## config.mk

```make
export PLATFORM = sky130hd
export DESIGN_NAME = bdm_kernel
export DESIGN_NICKNAME = d
export VERILOG_FILES = /design/src/design/bdm_pkg.sv /design/src/design/bdm_kernel.sv
export SDC_FILE = /design/constraint.sdc
export NUM_CORES = 1
export LEC_CHECK = 0
export BUFFER_PORTS_ARGS = -buffer_cell sky130_fd_sc_hd__buf_2
export CAP_MARGIN = 25
export CORE_ASPECT_RATIO = 1.2
export CORE_UTILIZATION = 61
export CTS_BUF_LIST = sky130_fd_sc_hd__clkbuf_2 sky130_fd_sc_hd__clkbuf_4 sky130_fd_sc_hd__clkbuf_8
export CTS_CLUSTER_DIAMETER = 200
export CTS_CLUSTER_SIZE = 25
export DETAILED_ROUTE_END_ITERATION = 16
export GPL_ROUTABILITY_DRIVEN = 0
export PLACE_DENSITY = 0.87
export SYNTH_ARGS = -nofsm -noshare
export SYNTH_HDL_FRONTEND = slang
export SYNTH_SLANG_ARGS = --single-unit
```

## constraint.sdc

```tcl
create_clock -name clk -period 20.2 [get_ports clk]
set_input_delay 2.02 -clock clk [delete_from_list [all_inputs] [get_ports clk]]
set_output_delay 2.02 -clock clk [all_outputs]
set_load 0.005 [all_outputs]
```

## src/design/bdm_pkg.sv

```systemverilog
// Shared types, constants and functions of the Bayer demosaic block
package bdm_pkg;

  localparam int MAX_WIDTH_DEF = 1024;
  localparam int STORED_LINES  = 4;
  localparam int BANK_W        = 2;
  localparam int CFG_W_BITS    = 11;
  localparam int ROW_W         = 16;
  localparam int MIN_DIM       = 4;
  localparam int WIDTH_RESET   = 390;
  localparam int HEIGHT_RESET  = 300;
  localparam int NUM_TAPS      = 13;
  localparam int NUM_COLS      = 5;

  localparam logic CMD_SAMPLE = 1'b0;
  localparam logic CMD_FLUSH  = 1'b1;

  typedef enum logic {
    REG_IMAGE_WIDTH  = 1'b0,
    REG_IMAGE_HEIGHT = 1'b1
  } reg_idx_t;

  typedef logic [7:0] pix_t;
  typedef pix_t [STORED_LINES-1:0] col_t;
  typedef pix_t [NUM_TAPS-1:0] taps_t;

  // Per-item context that travels with the window fetch
  typedef struct packed {
    logic              produce;
    logic              last;
    logic              r_odd;
    logic              c_odd;
    logic              col_first;
    logic              col_second;
    logic              col_pen;
    logic              col_last;
    logic              live_m2;
    logic              live_p2;
    logic [BANK_W-1:0] bank_c0;
    logic [BANK_W-1:0] bank_m2;
    logic [BANK_W-1:0] bank_m1;
    logic [BANK_W-1:0] bank_p1;
    logic [BANK_W-1:0] bank_p2;
    pix_t              sample;
  } ctx_t;

  // Divide by 16 toward zero, clamp to 0..255
  function automatic pix_t finish(input logic signed [15:0] s);
    pix_t q;
    if (s < 0) begin
      q = 8'd0;
    end else if (s[15:12] != 4'd0) begin
      q = 8'd255;
    end else begin
      q = s[11:4];
    end
    return q;
  endfunction

endpackage

```

## src/design/bdm_kernel.sv

```systemverilog
// MHC filter sums, scaling, channel select and output register
module bdm_kernel (
  input  logic           clk,
  input  logic           rst,
  input  logic           en,
  input  logic           v_d,
  input  bdm_pkg::ctx_t  ctx_d,
  input  bdm_pkg::taps_t taps_d,
  output logic           out_valid,
  output logic [7:0]     red,
  output logic [7:0]     green,
  output logic [7:0]     blue,
  output logic           frame_last
);
  import bdm_pkg::*;

  logic signed [15:0] c0, n, s, w, e, nn, ss, ww, ee, d;
  logic signed [15:0] cr, hz, vt, dg;
  pix_t r_n, g_n, b_n;

  always_comb begin
    c0 = 16'(taps_d[0]);
    n  = 16'(taps_d[1]);
    s  = 16'(taps_d[2]);
    w  = 16'(taps_d[3]);
    e  = 16'(taps_d[4]);
    nn = 16'(taps_d[5]);
    ss = 16'(taps_d[6]);
    ww = 16'(taps_d[7]);
    ee = 16'(taps_d[8]);
    d  = 16'(taps_d[9]) + 16'(taps_d[10]) + 16'(taps_d[11]) + 16'(taps_d[12]);

    cr = 16'sd8 * c0 + 16'sd4 * (n + s + w + e) - 16'sd2 * (nn + ss + ww + ee);
    hz = 16'sd10 * c0 + 16'sd8 * (w + e) - 16'sd2 * (ww + ee) - 16'sd2 * d + (nn + ss);
    vt = 16'sd10 * c0 + 16'sd8 * (n + s) - 16'sd2 * (nn + ss) - 16'sd2 * d + (ww + ee);
    dg = 16'sd12 * c0 + 16'sd4 * d - 16'sd3 * (nn + ss + ww + ee);

    unique case ({ctx_d.r_odd, ctx_d.c_odd})
      2'b00: begin
        r_n = finish(hz); g_n = taps_d[0]; b_n = finish(vt);
      end
      2'b01: begin
        r_n = taps_d[0]; g_n = finish(cr); b_n = finish(dg);
      end
      2'b10: begin
        r_n = finish(dg); g_n = finish(cr); b_n = taps_d[0];
      end
      default: begin
        r_n = finish(vt); g_n = taps_d[0]; b_n = finish(hz);
      end
    endcase
  end

  always_ff @(posedge clk) begin
    if (rst) begin
      out_valid <= 1'b0;
    end else if (en) begin
      out_valid <= v_d;
    end
    if (en) begin
      red        <= r_n;
      green      <= g_n;
      blue       <= b_n;
      frame_last <= ctx_d.last;
    end
  end

endmodule

```

==> impl_metrics.yaml <==
status:
  status: "complete, no violations"
synth:
  synth-async-reset-ratio_pct: 0
  synth_seq_cells: 26
  synth-seq-area-share_pct: 8.313
  synth_edf_count: 25
  syn_inst: 1073
  synthTopCellsByArea: "ha_1 (23%), fa_1 (20%), inv_1 (9.3%), edfxtp_1 (8.1%), xnor2_1 (5.8%)"
  ys.flop_type: "edfxtp_1"
  syn-mean-instance-area_um2: 8.641
  synth_fp_nets: 1469
  synth_warnings: 0
  synth.largest_area_cell: "ha_1"
  synth_top_area_share_pct: 22.54
  syn_area_mm2: 0.009271
  yosysUniqueCellTypes: 72
detailed_routing:
  wire_per_inst_um: 16.20
  drt-total-wl_mm: 22.83
  drc: 0
  viasPerCell: 5.869
  via_count: 8269
  drt_pass1_iterations: 5
  ant_nets: 0
  drtIter0Drc: 391
clock_network:
  clk_latency_ns: 0.27
  cts-root-buf: "clkbuf_8"
  ctsResizeCount: 0
  postCtsSetupBuffers: 0
  cts_tree: "yes"
  ctsHoldBuffers: 0
  cts_made_buffers: 3
  clkTransAtPathRegs_ns: 0.09
  cts_max_level: 1
  clock_sinks: 26
  cts.path.max_buffers: 2
die:
  initial_core_util_pct: 62.23
  die_w_um: 114.5
  io_pins: 162
  row_count: 49
  dieArea_mm2: 0.01570
  die_y_um: 137.1
  coreArea_mm2: 0.01490
placed_design:
  io_buffers: 136
  dpl.hpwl_mm: 20.12
  dp_cells: 1405
sta:
  fmax_mhz: 112.1
  fin_crit_ns: 8.917
  worst_pin_slew_ns: 1.021
  tns_ns: 0
  finalMaxSlewViolations: 0
  slew_headroom_pct: 31.91
  finalSetupViolCount: 0
  finalHoldViolations: 0
  final.setup_skew_ns: 0
  post-route-period-util_pct: 44.14
  rsz0062_at_grt: "false"
setup_path:
  cp_max_fo: 6
  worstPathRequired_ns: 20.18
  slowest_stage: "a21oi_1"
  crit_path_end_kind: "flip-flop"
  critical-path-max-stage-delay_ns: 0.58
  worstSetupStartpointType: "input pin"
  critPathKind: "in -> reg"
  cp.arrival_ns: 8.90
global_route:
  gr-total-overflow: 0
  grt_pass1_wl_mm: 38.00
  grtUsageTotal_pct: 30.76
  grt_pass1_vias: 8652
  grt_max_degree: 27
  antenna_found_initial: 0
layout:
  layout_commonest_cell: "inv_1"
  diodes: 0
  mostFrequentLayoutCells: "inv_1 (229), ha_1 (167), buf_2 (136)"
  fin_nets: 1602
  area_growth_pct: 10.54
  n_fill_cell: 1194
  drive_gt1_share_pct: 13.03
  fin_cells: 1409
hold_path:
  hp-class: "reg -> reg"
flow_run:
  maxCapViolations: 0
[metal layers]
layer  global-route usage (%)  share of wire, %  vias up
met2                    56.53                51      312
met5                        0                 0        -
met4                    20.27               7.3        0
met1                    33.41                36     3925
li1                         -                 -     3916
met3                    3.233               5.3      116
[state kept, by name, indices dropped and copies added (netlist names)]
name / cells
out_valid: 1
blue: 8
green: 8
frame_last: 1
red: 8
[worst paths after layout]
path | from | endpoint | slack (ns) | cells after the start
hold / removal | out_valid | out_valid | 0.50 | 2
setup / recovery | taps_d[40] | blue[5] | 11.28 | 29
hold reg to reg | out_valid | out_valid | 0.50 | 2
setup reg to reg | out_valid | out_valid | 19.62 | 2
[critical path: cells and delay by family]
family | cells | cell delay, ns
simple gates | 6 | 1.00
buf+inv | 5 | 0.38
compound gates | 9 | 2.17
xor+xnor | 2 | 0.58
fa+ha+maj | 7 | 2.75
[kinds of logic (layout without fill, tap and decap cells)]
family                   Yosys count  in the layout  share of synthesized area (%)
XOR/XNOR                          97             97                          9.163
buffers and inverters            238            370                          9.676
adder cells (fa/ha/maj)          264            264                          43.05
AO/OA/AOI/OAI                    281            281                          20.19
multiplexers                       1              1                         0.1080
flip-flops                        26             26                          8.313
AND/OR/NAND/NOR                  166            166                          9.501
[metrics by stage]
step / instance area (um^2) / utilization (%) / hold WS, ns / setup WS, ns
6_report: 10250 / 68.79 / 0.5034 / 11.28
4_1_cts: 10250 / 68.79 / 0.5068 / 11.34
3_5_place_dp: 10180 / 68.31 / 0.4849 / 11.04
2_1_floorplan: 9271 / - / 0.4850 / 12.02
3_3_place_gp: 10180 / 68.31 / 0.4694 / 11.20
5_1_grt: 10250 / 68.79 / 0.5600 / 10.97
[Yosys cell counts (all sizes together), types with 4 or more instances]
master,number
a221o,4
nand2,21
nor3,14
a21oi,92
o21ai,35
or2,5
xor2,36
ha,167
clkbuf,7
or3,6
nor3b,5
o21a,17
o21bai,32
maj3,4
a221oi,8
nand3,10
a21o,24
a211oi,5
o221ai,6
nor2,54
edfxtp,25
o211a,7
fa,93
and2,5
a22oi,8
nand2b,14
nor2b,13
inv,229
o22ai,13
xnor2,61
[final cells by class]
cell class	count	area [um^2]	area share (%)
clock inverters	1	30.03	0.2930
multi-input cells	809	7604	74.19
well taps	204	255.2	2.491
repair buffers	137	688.2	6.715
flip-flops and latches	26	770.7	7.520
inverters	229	859.6	8.387
clock buffers	3	41.29	0.4029
Power is not shown: default switching activity piles up to over one toggle a cycle in this logic, so the estimate is an artifact.
