--- config.mk ---
export PLATFORM = sky130hd
export DESIGN_NAME = bdm_window
export DESIGN_NICKNAME = d
export VERILOG_FILES = /design/src/design/bdm_pkg.sv /design/src/design/bdm_window.sv
export SDC_FILE = /design/constraint.sdc
export NUM_CORES = 1
export LEC_CHECK = 0
export BUFFER_PORTS_ARGS = -buffer_cell sky130_fd_sc_hd__clkbuf_2
export CAP_MARGIN = 20
export CORE_MARGIN = 2
export CORE_UTILIZATION = 60
export CTS_BUF_LIST = sky130_fd_sc_hd__clkbuf_4 sky130_fd_sc_hd__clkbuf_8
export CTS_CLUSTER_DIAMETER = 40
export DETAILED_ROUTE_END_ITERATION = 8
export PLACE_DENSITY = 0.93
export SLEW_MARGIN = 20
export SYNTH_ARGS = -nofsm -noshare
export SYNTH_HDL_FRONTEND = slang
export SYNTH_SLANG_ARGS = --single-unit
--- constraint.sdc ---
create_clock -name clk -period 6.4 [get_ports clk]
set_input_delay 1.28 -clock clk [delete_from_list [all_inputs] [get_ports clk]]
set_output_delay 1.28 -clock clk [all_outputs]
set_load 0.02 [all_outputs]
--- src/design/bdm_pkg.sv ---
// Shared types, constants and functions of the Bayer demosaic block
package bdm_pkg;

  localparam int MAX_WIDTH_DEF = 1024;
  localparam int STORED_LINES  = 4;
  localparam int BANK_W        = 2;
  localparam int CFG_W_BITS    = 11;
  localparam int ROW_W         = 16;
  localparam int MIN_DIM       = 4;
  localparam int WIDTH_RESET   = 390;
  localparam int HEIGHT_RESET  = 300;
  localparam int NUM_TAPS      = 13;
  localparam int NUM_COLS      = 5;

  localparam logic CMD_SAMPLE = 1'b0;
  localparam logic CMD_FLUSH  = 1'b1;

  typedef enum logic {
    REG_IMAGE_WIDTH  = 1'b0,
    REG_IMAGE_HEIGHT = 1'b1
  } reg_idx_t;

  typedef logic [7:0] pix_t;
  typedef pix_t [STORED_LINES-1:0] col_t;
  typedef pix_t [NUM_TAPS-1:0] taps_t;

  // Per-item context that travels with the window fetch
  typedef struct packed {
    logic              produce;
    logic              last;
    logic              r_odd;
    logic              c_odd;
    logic              col_first;
    logic              col_second;
    logic              col_pen;
    logic              col_last;
    logic              live_m2;
    logic              live_p2;
    logic [BANK_W-1:0] bank_c0;
    logic [BANK_W-1:0] bank_m2;
    logic [BANK_W-1:0] bank_m1;
    logic [BANK_W-1:0] bank_p1;
    logic [BANK_W-1:0] bank_p2;
    pix_t              sample;
  } ctx_t;

  // Divide by 16 toward zero, clamp to 0..255
  function automatic pix_t finish(input logic signed [15:0] s);
    pix_t q;
    if (s < 0) begin
      q = 8'd0;
    end else if (s[15:12] != 4'd0) begin
      q = 8'd255;
    end else begin
      q = s[11:4];
    end
    return q;
  endfunction

endpackage

--- src/design/bdm_window.sv ---
// Five-column window over the four line banks, with edge mirroring
module bdm_window (
  input  logic          clk,
  input  logic          rst,
  input  logic          en,
  input  logic          v_b,
  input  bdm_pkg::ctx_t ctx_b,
  input  bdm_pkg::col_t rd_col,
  output logic          v_d,
  output bdm_pkg::ctx_t ctx_d,
  output bdm_pkg::taps_t taps_d
);
  import bdm_pkg::*;

  col_t  sr [NUM_COLS];
  ctx_t  ctx_c;
  logic  v_c;
  taps_t taps;
  logic [2:0] i_m2, i_m1, i_p1, i_p2;

  // sr[0] holds column c+2, sr[4] column c-2
  always_comb begin
    i_m2 = ctx_c.col_first ? 3'd0 : (ctx_c.col_second ? 3'd2 : 3'd4);
    i_m1 = ctx_c.col_first ? 3'd1 : 3'd3;
    i_p1 = ctx_c.col_last ? 3'd3 : 3'd1;
    i_p2 = ctx_c.col_last ? 3'd4 : (ctx_c.col_pen ? 3'd2 : 3'd0);

    taps[0]  = sr[2][ctx_c.bank_c0];
    taps[1]  = sr[2][ctx_c.bank_m1];
    taps[2]  = sr[2][ctx_c.bank_p1];
    taps[3]  = sr[i_m1][ctx_c.bank_c0];
    taps[4]  = sr[i_p1][ctx_c.bank_c0];
    taps[5]  = ctx_c.live_m2 ? ctx_c.sample : sr[2][ctx_c.bank_m2];
    taps[6]  = ctx_c.live_p2 ? ctx_c.sample : sr[2][ctx_c.bank_p2];
    taps[7]  = sr[i_m2][ctx_c.bank_c0];
    taps[8]  = sr[i_p2][ctx_c.bank_c0];
    taps[9]  = sr[i_m1][ctx_c.bank_m1];
    taps[10] = sr[i_p1][ctx_c.bank_m1];
    taps[11] = sr[i_m1][ctx_c.bank_p1];
    taps[12] = sr[i_p1][ctx_c.bank_p1];
  end

  always_ff @(posedge clk) begin
    if (rst) begin
      v_c <= 1'b0;
      v_d <= 1'b0;
    end else if (en) begin
      v_c <= v_b;
      v_d <= v_c && ctx_c.produce;
    end
    if (en) begin
      if (v_b) begin
        for (int i = NUM_COLS - 1; i > 0; i--) begin
          sr[i] <= sr[i-1];
        end
        sr[0] <= rd_col;
      end
      ctx_c  <= ctx_b;
      ctx_d  <= ctx_c;
      taps_d <= taps;
    end
  end

endmodule

==> results_dict.tcl <==
set metrics [dict create \
    required_ns 6.72 \
    finalCritPeriodShare_pct 41.8 \
    gr-total-overflow 0 \
    wl_per_cell_um 23.1 \
    hold_viol_final 0 \
    p_per_area_mw_per_mm2 301 \
    cts_max_level 2 \
    ir_drop_uv 148 \
    drive_gt1_share_pct 46.1 \
    syn_area_mm2 0.0141 \
    slew_headroom_pct 34.9 \
    hold_path_class "register to register" \
    crit_arrival_ns 2.99 \
    start_kind "register" \
    die_x_um 157 \
    rsz0062_at_grt "no" \
    max_stage_delay_ns 0.69 \
    cts_setup_buffers 0 \
    die_height_um 157 \
    cts_sinks 322 \
    clk_pin_slew_worst_paths_ns 0.06 \
    cpMaxStageDelayCell "buf_4" \
    fin_ws_ns 3.72 \
    grt_pass1_wl_mm 44.2 \
    multiInputGateArea_mm2 0.00411 \
    avgSynthCellArea_um2 19.6 \
    cts_tree "built" \
    use_met3_pct 5.45 \
    port_buffers 196 \
    antenna_found_initial 0 \
    syn_inst 717 \
    hold_buffers 0 \
    critPathMostFrequentCell "buf_4" \
    critPathKind "register to register" \
    nets 994 \
    worstMarginPinSlew_ns 0.977 \
    regArea_mm2 0.00965 \
    synth_cell_types 28 \
    clock.fmax_mhz 374 \
    vias 7834 \
    dp_hpwl_mm 19.0 \
    drc 0 \
    start_util_pct 60.5 \
    wl_mm 29.7 \
    top_usage_layer "met2" \
    fin_crit_ns 2.68 \
    path_cells "buf_4 > buf_4 > mux2i_1 > o22ai_1 > nor3_1 > nor2_1" \
    post-route-util_pct 69.9 \
    yosysSeqAreaShare_pct 68.6 \
    io_pins 197 \
    core-area_mm2 0.0233 \
    cts-resized-gates 0 \
    outcome "finished clean" \
    dieArea_mm2 0.0247 \
    grt_use_met2_pct 38.0 \
    ant_nets 0 \
    drt_iter0_drc 825 \
    cap_violations 0 \
    fillCellCount 1438 \
    numCtsBuffers 51 \
    gp_congestion 0.816 \
    drt_pre_antenna_iters 5 \
    post-place-cells 1196 \
    stdcell_count 1286 \
    grt_pass1_vias 7777 \
    critPathCaptureType "register" \
    vias_per_cell 6.09 \
    clk_latency_ns 0.57 \
    slew_viol_final 0 \
    synth_seq_cells 322 \
    grt_max_degree 162 \
    use_met1_pct 33.9 \
    cts-root-buf "clkbuf_8" \
    syn_to_final_growth_pct 15.6 \
    setup_tns_ns 0 \
    antenna_cells 0 \
    std_cell_rows 56 \
    yosys_warnings 0 \
    skew_ns 0.0238 \
    post-place-ws_ns 3.16 \
    finalSetupViolations 0 \
    p_leak_nw 6.02 \
    cp_max_fo 39 \
    grt_use_total_pct 24.1 \
    clockBufferDepth 3 \
    syn_nets 781 \
]
[cells by family (layout without fill, tap and decap cells)]
logic type / Yosys count / in the layout / synth area share, %
and+or+nand+nor: 73 / 73 / 2.18
DFF: 322 / 322 / 68.6
AOI/OAI and AO/OA: 51 / 51 / 2.25
buffers and inverters: 53 / 303 / 2.21
muxes: 218 / 218 / 24.8
[placed cells by master (no fill, tap or decap), drive strengths merged, types with 2 or more instances in the layout]
cell type | netlist | final
dfxtp | 2 | 2
mux2 | 82 | 82
o22ai | 14 | 14
clkinvlp | 0 | 2
nand2 | 25 | 25
a21oi | 12 | 12
a22oi | 16 | 16
nand3 | 9 | 9
nor3 | 9 | 9
mux4 | 88 | 88
buf | 37 | 14
nor2 | 26 | 26
clkinv | 0 | 19
mux2i | 48 | 48
o21ai | 7 | 7
inv | 4 | 4
bufinv | 0 | 3
clkbuf | 12 | 261
edfxtp | 320 | 320
[state kept, by name (all words and copies together), names as in the netlist]
register and cells:
sr 160, v_c 1, ctx_c 28, ctx_d 28, v_d 1, taps_d 104
[synthesized netlist by cell type, drive strengths merged]
master,instances,area (um^2)
a21oi,12,60.1
a22oi,16,120
a31oi,1,6.26
and2,1,6.26
buf,37,250
clkbuf,12,45.0
dfxtp,2,40.0
edfxtp,320,9610
inv,4,15.0
mux2,82,1020
mux2i,48,480
mux4,88,1980
nand2,25,93.8
nand2b,1,6.26
nand3,9,45.0
nor2,26,97.6
nor2b,1,6.26
nor3,9,45.0
o211ai,1,7.51
o21ai,7,35.0
o22ai,14,87.6
or2,1,6.26
[worst paths after layout]
kind,cells past startpoint,start,slack [ns],to
min,0,ctx_c[25],0.42,ctx_d[25]
max reg2reg,6,ctx_c[16],3.72,taps_d[60]
max,6,ctx_c[16],3.72,taps_d[60]
min reg2reg,0,ctx_c[25],0.42,ctx_d[25]
[power by group]
part / switching, W / internal (W) / total, W / leakage (nW)
logic: 0.000344 / 0.000264 / 0.000608 / 2.42
registers: 0.0000828 / 0.00249 / 0.00257 / 3.08
clock network: 0.000760 / 0.000949 / 0.00171 / 0.518
[cell type report]
type / count / share of cell area [%]
sequential: 322 / 59.3
multi-input combinational: 342 / 25.3
timing repair buffer: 209 / 6.74
clock buffer: 66 / 5.01
tap: 319 / 2.45
clock inverter: 24 / 1.12
inverter: 4 / 0.0923
[layer usage]
metal / share of wire, % / up-vias
met3: 9.9 / 53
met2: 48 / 496
met1: 40 / 3893
met5: 0 / -
li1: - / 3392
met4: 2.2 / 0
[worst max-delay path: cells and delay by family, from the launching register on]
kind	cells	cell delay (ns)
compound gates	1	0.11
buf+inv	2	1.23
flops	1	0.32
mux	1	0.36
simple gates	2	0.35
[per-stage QoR]
stage,power (W),hold slack (ns),cell area (um^2)
after global placement,0.00319,0.402,15300
final,0.00489,0.418,16300
after CTS,0.00492,0.421,16300
after floorplan,0.00302,0.400,14100
after detailed placement,0.00322,0.408,15300
after global routing,0.00506,0.424,16300
No activity file was read; power rests on OpenSTA's default activity.
