==> config.mk <==
export PLATFORM = sky130hd
export DESIGN_NAME = bdm_ctrl
export DESIGN_NICKNAME = d
export VERILOG_FILES = /design/src/design/bdm_pkg.sv /design/src/design/bdm_ctrl.sv
export SDC_FILE = /design/constraint.sdc
export NUM_CORES = 1
export LEC_CHECK = 0
export BUFFER_PORTS_ARGS = -buffer_cell sky130_fd_sc_hd__buf_2
export CAP_MARGIN = 20
export CORE_MARGIN = 10
export CORE_UTILIZATION = 53
export DETAILED_ROUTE_END_ITERATION = 6
export GPL_TIMING_DRIVEN = 1
export PLACE_DENSITY_LB_ADDON = 0.05
export SLEW_MARGIN = 20
export SYNTH_ARGS = -nofsm -noshare
export SYNTH_HDL_FRONTEND = slang
export SYNTH_SLANG_ARGS = --single-unit
==> constraint.sdc <==
create_clock -name clk -period 4.51 [get_ports clk]
set_clock_uncertainty 0.05 [all_clocks]
set_input_delay 1.1275 -clock clk [delete_from_list [all_inputs] [get_ports clk]]
set_output_delay 1.1275 -clock clk [all_outputs]
set_load 0.005 [all_outputs]
==> src/design/bdm_pkg.sv <==
// Shared types, constants and functions of the Bayer demosaic block
package bdm_pkg;

  localparam int MAX_WIDTH_DEF = 1024;
  localparam int STORED_LINES  = 4;
  localparam int BANK_W        = 2;
  localparam int CFG_W_BITS    = 11;
  localparam int ROW_W         = 16;
  localparam int MIN_DIM       = 4;
  localparam int WIDTH_RESET   = 390;
  localparam int HEIGHT_RESET  = 300;
  localparam int NUM_TAPS      = 13;
  localparam int NUM_COLS      = 5;

  localparam logic CMD_SAMPLE = 1'b0;
  localparam logic CMD_FLUSH  = 1'b1;

  typedef enum logic {
    REG_IMAGE_WIDTH  = 1'b0,
    REG_IMAGE_HEIGHT = 1'b1
  } reg_idx_t;

  typedef logic [7:0] pix_t;
  typedef pix_t [STORED_LINES-1:0] col_t;
  typedef pix_t [NUM_TAPS-1:0] taps_t;

  // Per-item context that travels with the window fetch
  typedef struct packed {
    logic              produce;
    logic              last;
    logic              r_odd;
    logic              c_odd;
    logic              col_first;
    logic              col_second;
    logic              col_pen;
    logic              col_last;
    logic              live_m2;
    logic              live_p2;
    logic [BANK_W-1:0] bank_c0;
    logic [BANK_W-1:0] bank_m2;
    logic [BANK_W-1:0] bank_m1;
    logic [BANK_W-1:0] bank_p1;
    logic [BANK_W-1:0] bank_p2;
    pix_t              sample;
  } ctx_t;

  // Divide by 16 toward zero, clamp to 0..255
  function automatic pix_t finish(input logic signed [15:0] s);
    pix_t q;
    if (s < 0) begin
      q = 8'd0;
    end else if (s[15:12] != 4'd0) begin
      q = 8'd255;
    end else begin
      q = s[11:4];
    end
    return q;
  endfunction

endpackage

==> src/design/bdm_ctrl.sv <==
// Raster counters, line store addressing and per-item context
module bdm_ctrl #(
  parameter int MAX_WIDTH = 1024
) (
  input  logic                         clk,
  input  logic                         rst,
  input  logic                         en,
  input  logic                         accept,
  input  logic                         restart,
  input  logic                         cmd,
  input  logic [7:0]                   sample,
  input  logic [$clog2(MAX_WIDTH):0]   eff_w,
  input  logic [15:0]                  eff_h,
  output logic                         rd_en,
  output logic [$clog2(MAX_WIDTH)-1:0] rd_addr,
  output logic                         wr_en,
  output logic [1:0]                   wr_bank,
  output logic [$clog2(MAX_WIDTH)-1:0] wr_addr,
  output logic                         v_b,
  output bdm_pkg::ctx_t                ctx_b
);
  import bdm_pkg::*;

  localparam int COL_W = $clog2(MAX_WIDTH);

  logic [ROW_W-1:0] in_row, out_row, out_row_adv, r_m1, r_m2, r_p1, h_m1;
  logic [COL_W-1:0] in_col, out_col, out_col_adv, c, w_m1, w_m2;
  logic             is_raw, act, flush_lastrow;
  ctx_t             ctx;

  always_comb begin
    w_m1   = COL_W'(eff_w - 1'b1);
    w_m2   = COL_W'(eff_w - 2'd2);
    h_m1   = eff_h - 16'd1;
    is_raw = (cmd == CMD_SAMPLE);
    act    = is_raw ? (in_row < eff_h) : ((in_row >= eff_h) && (out_row < eff_h));
    c      = is_raw ? in_col : out_col;
    r_m1   = out_row - 16'd1;
    r_m2   = out_row - 16'd2;
    r_p1   = out_row + 16'd1;
    flush_lastrow = (out_row == h_m1);

    if (out_col == w_m1) begin
      out_col_adv = '0;
      out_row_adv = out_row + 16'd1;
    end else begin
      out_col_adv = out_col + 1'b1;
      out_row_adv = out_row;
    end

    ctx.produce    = is_raw ? (in_row >= 16'd2) : 1'b1;
    ctx.last       = !is_raw && flush_lastrow && (out_col == w_m1);
    ctx.r_odd      = out_row[0];
    ctx.c_odd      = c[0];
    ctx.col_first  = (c == '0);
    ctx.col_second = (c == COL_W'(1));
    ctx.col_pen    = (c == w_m2);
    ctx.col_last   = (c == w_m1);
    ctx.live_m2    = is_raw && (out_row == '0);
    ctx.live_p2    = is_raw;
    ctx.bank_c0    = out_row[1:0];
    ctx.bank_m2    = (out_row == 16'd1) ? 2'd1 : r_m2[1:0];
    ctx.bank_m1    = (out_row == '0) ? 2'd1 : r_m1[1:0];
    ctx.bank_p1    = (!is_raw && flush_lastrow) ? r_m1[1:0] : r_p1[1:0];
    ctx.bank_p2    = flush_lastrow ? r_m2[1:0] : out_row[1:0];
    ctx.sample     = sample;

    // Read two columns ahead; the last two columns prefetch the next row's start
    rd_en = accept && act;
    if (c < w_m2) begin
      rd_addr = c + COL_W'(2);
    end else if (c == w_m2) begin
      rd_addr = '0;
    end else begin
      rd_addr = COL_W'(1);
    end

    wr_en   = accept && act && is_raw;
    wr_bank = in_row[1:0];
    wr_addr = in_col;
  end

  always_ff @(posedge clk) begin
    if (rst || restart) begin
      in_row  <= '0;
      in_col  <= '0;
      out_row <= '0;
      out_col <= '0;
    end else if (accept && act) begin
      if (is_raw) begin
        if (ctx.produce) begin
          out_row <= out_row_adv;
          out_col <= out_col_adv;
        end
        if (in_col == w_m1) begin
          in_col <= '0;
          in_row <= in_row + 16'd1;
        end else begin
          in_col <= in_col + 1'b1;
        end
      end else if (ctx.last) begin
        in_row  <= '0;
        in_col  <= '0;
        out_row <= '0;
        out_col <= '0;
      end else begin
        out_row <= out_row_adv;
        out_col <= out_col_adv;
      end
    end
  end

  always_ff @(posedge clk) begin
    if (rst) begin
      v_b <= 1'b0;
    end else if (en) begin
      v_b <= accept && act;
    end
    if (en) begin
      ctx_b <= ctx;
    end
  end

endmodule

==> impl_results.md <==
- Initial Util: 54.8%
- Count of different cell masters after synthesis: 70
- Asr flop ratio synth: 0%
- Avg Vias per Cell: 5.97
- Vias: 6535
- Initial DRC count: 534
- Data arrival time of the critical path: 3430 ps
- Worst hold start: v_b
- Commonest cells in the netlist: nor2_1 (75), xnor2_1 (60), ha_1 (54)
- Sequential area share after synthesis: 27.7%
- Clock Tree Root: clkbuf_16
- Failing checks: negative setup slack
- Slew margin rel.: between 40% and 50%
- Hold Path Cell Cnt: 2
- Pre-CTS setup slack: -180 ps
- CP cell instances: buf_2 > or4_4 > nor4b_4 > xnor2_2 > ha_1 > nand4_1 > nor2_2 > a21oi_2 > o211ai_1 > buf_4 > nor2_2 > a21oi_1 > buf_2
- Critical path class: input pin to output port
- Final GP Congestion: 0.920
- Tmin final: about 4600 ps
- Final #Nets: 1017
- Clock latency on the worst-skew pair: 350 ps
- RSZ-0062 raised after global routing: true
- Status: complete, but fails checks
- Drt drc: 0
- Final TNS setup: -322 ps
- Peak VDD IR: 0.161 mV
- EDFF count, synth: 26
- Pin count of the biggest net entering global routing: 29
- R2R setup slack: 1170 ps
- Crit Reg-Reg Startpoint: in_row[1]
- Tot GR Track Use: 22.6%
- Crit path max fanout: 6
- FMAX: approximately 220 MHz
- Switching power: 0.476 mW
- Global-route wire length before repair: 32700 microns
- Worst-case clock buffer depth: 2
- Post-route ant nets: 0
- Setup crit start kind: input pin
- Setup Viol. Count Final: 10
- Synth Area per Inst: ~8.2 sq um
- Lkg Pwr: about 3.4 nW
- Synth area leaders: dfxtp_1 (16%), edfxtp_1 (12%), ha_1 (10%), xnor2_1 (7.9%), nor2_1 (4.2%)
- TritonCTS clock tree: built
- WL per Instance: 18.5 microns
- Syn nets: just over 900
- FF+latch count, synth: 79
- RR Endpoint: in_row[6]
- Combinational Power Share: 15.1%
- CTS Sinks: around 80
- Height of the die: 132 microns
- Max_cap viols: 0
- Routed WL: 20200 microns
- Share of Yosys cell area claimed by the top area cell type: 15.9%
- Worst-Margin Slew: 873 ps
- Row count: 40
- Fillers: 1081
- Die area: 17400 sq um
- # diodes: 0
- Primary FF master, synth: dfxtp_1
- Final period util: 102%
- Sequential Area: 1840 sq um
- Clock power frac: about two fifths
- CP top delay family: simple AND/OR/NAND/NOR gates
- Slowest cell on the critical path: or4_4
- Synthesized cell area: 6660 sq um
- Ys Warns: 0
- Worst stage delay on the critical path: 530 ps
- Sequential fraction of design power: 43.6%
- Share of cells above drive strength 1: 21.3%
- Hold endpoint: v_b
- Core ar.: 12200 sq um
- I/O pin total: 94
- WP buf/inv: 3
- Final hold vios: 0
- Synth area leader: dfxtp_1
- Min-delay worst type: flop to flop
- Switching share of power: 27.6%
- P&R area growth vs syn: 18.4%
- Most frequent cell after synthesis: nor2_1
- Max Slew Vio Count: 0
- DP HPWL: 15800 microns
- Int Pwr: 1.25 mW
- CTS Buf Count: 9
- CP endpoint kind: output port
- Buffers on Ports: just over 90
- Worst Slack Setup Final: -99.1 ps
- Pre-antenna DRT Iters: 6
- Pwr dens: between 200 and 250 nW/um^2
- H-tree depth: 3
- Vias in the first global route: 6360
- Die W: around 130 microns
- Initial antenna violation count: 0
- Worst-path clk slew: 60 ps
- Multi-input logic area: about 4500 sq um
- Mapped Cells: 812
- Overflow after GRT: 0
- R2R cell count: 11
- Req. time, crit path: roughly 3300 ps
-- registers in the layout (all words and copies together), names as in the netlist --
| name | count |
|---|---|
| in_row | 16 |
| out_col | 10 |
| wr_addr | 10 |
| v_b | 1 |
| out_row | 16 |
| ctx_b | 26 |
-- per-stage QoR --
stage	total power, mW	cell area (sq um)	hold WS, ps	cells	utilization, %
floorplan	0.913	6660	421	812	-
global placement	1.01	7510	437	1077	61.7
detailed placement	1.02	7510	460	1077	61.7
CTS	1.73	7830	467	1094	64.4
global route	1.79	7880	497	1095	64.8
finish	1.73	7880	460	1095	64.8
-- logic make-up (layout without fill, tap and decap cells) --
family	count (synthesis)	after routing	synth area share, %
buffers and inverters	89	204	5.56
xor gates and xnor gates	86	86	11.5
AOI/OAI and AO/OA	147	147	14.3
adders and majority gates	54	54	10.1
DFF	79	79	27.7
and+or+nand+nor	338	338	27.9
muxes	19	19	2.99
-- worst reg2reg max path: cells and delay by family, from the launching register on --
kind | cells | cell delay (ps)
compound gates | 4 | 1190
fa+ha+maj | 1 | 310
buf+inv | 2 | 350
flops | 1 | 520
mux | 1 | 160
simple gates | 3 | 690
-- power by group through the flow --
stage               Combinational [mW]  Clock, mW  Sequential [mW]
finish                           0.260      0.714            0.752
global route                     0.286      0.752            0.753
CTS                              0.256      0.723            0.752
detailed placement               0.252          0            0.768
global placement                 0.246          0            0.767
floorplan                        0.143          0            0.770
-- placed cells by master, fill, tap and decap left out, types with 7 or more instances in the layout --
cell,Yosys,final
nand4_1,34,34
xnor2_1,60,59
o21ai_0,32,32
nor3_1,28,28
nand2b_1,11,11
a211oi_1,7,7
ha_1,54,54
dfxtp_1,53,53
buf_4,5,49
and2_1,9,9
buf_2,7,91
nand2_1,49,49
o22ai_1,7,7
clkbuf_16,0,9
a21oi_1,47,46
xor2_1,25,24
inv_1,45,45
edfxtp_1,26,26
nor2b_1,18,17
nand3_1,26,26
nor4_1,15,14
or2_2,9,9
or3_1,12,12
nor2_1,75,72
and3_1,18,18
a21o_1,8,8
o211ai_1,10,10
mux2i_1,15,15
-- area by class of cell --
cell class | count | share of cell area (%)
clock buffers | 10 | 3.03
clock inverters | 6 | 0.619
repair buffers | 143 | 11.0
multi-input cells | 644 | 57.2
flip-flops and latches | 79 | 23.4
well taps | 168 | 2.67
inverters | 45 | 2.14
-- worst max path at each step --
stage               startpoint  cells past startpoint          to
floorplan             eff_h[2]                     10  in_row[10]
global placement      eff_w[7]                     13  rd_addr[0]
detailed placement    eff_w[7]                     13  rd_addr[0]
CTS                   eff_w[5]                     13  rd_addr[0]
global route          eff_w[4]                     13  rd_addr[0]
finish                eff_w[6]                     13  rd_addr[0]
-- what timing repair did --
action	CTS	global route
resized for setup	5	10
endpoints found under the setup margin	10	10
pin swaps	12	11
hold endpoints to repair	0	0
gates cloned	1	0
setup buffers	0	1
hold buffers	0	0
-- metal layers --
| metal | GRT usage, % | share of wire [%] | up-vias |
|---|---|---|---|
| li1 | - | - | 3153 |
| met1 | 26.4 | 40 | 3106 |
| met2 | 40.0 | 51 | 236 |
| met3 | 3.85 | 5.4 | 40 |
| met4 | 8.90 | 3.0 | 0 |
| met5 | 0 | 0 | - |
Note: power is estimated with default switching activity, not from simulation.
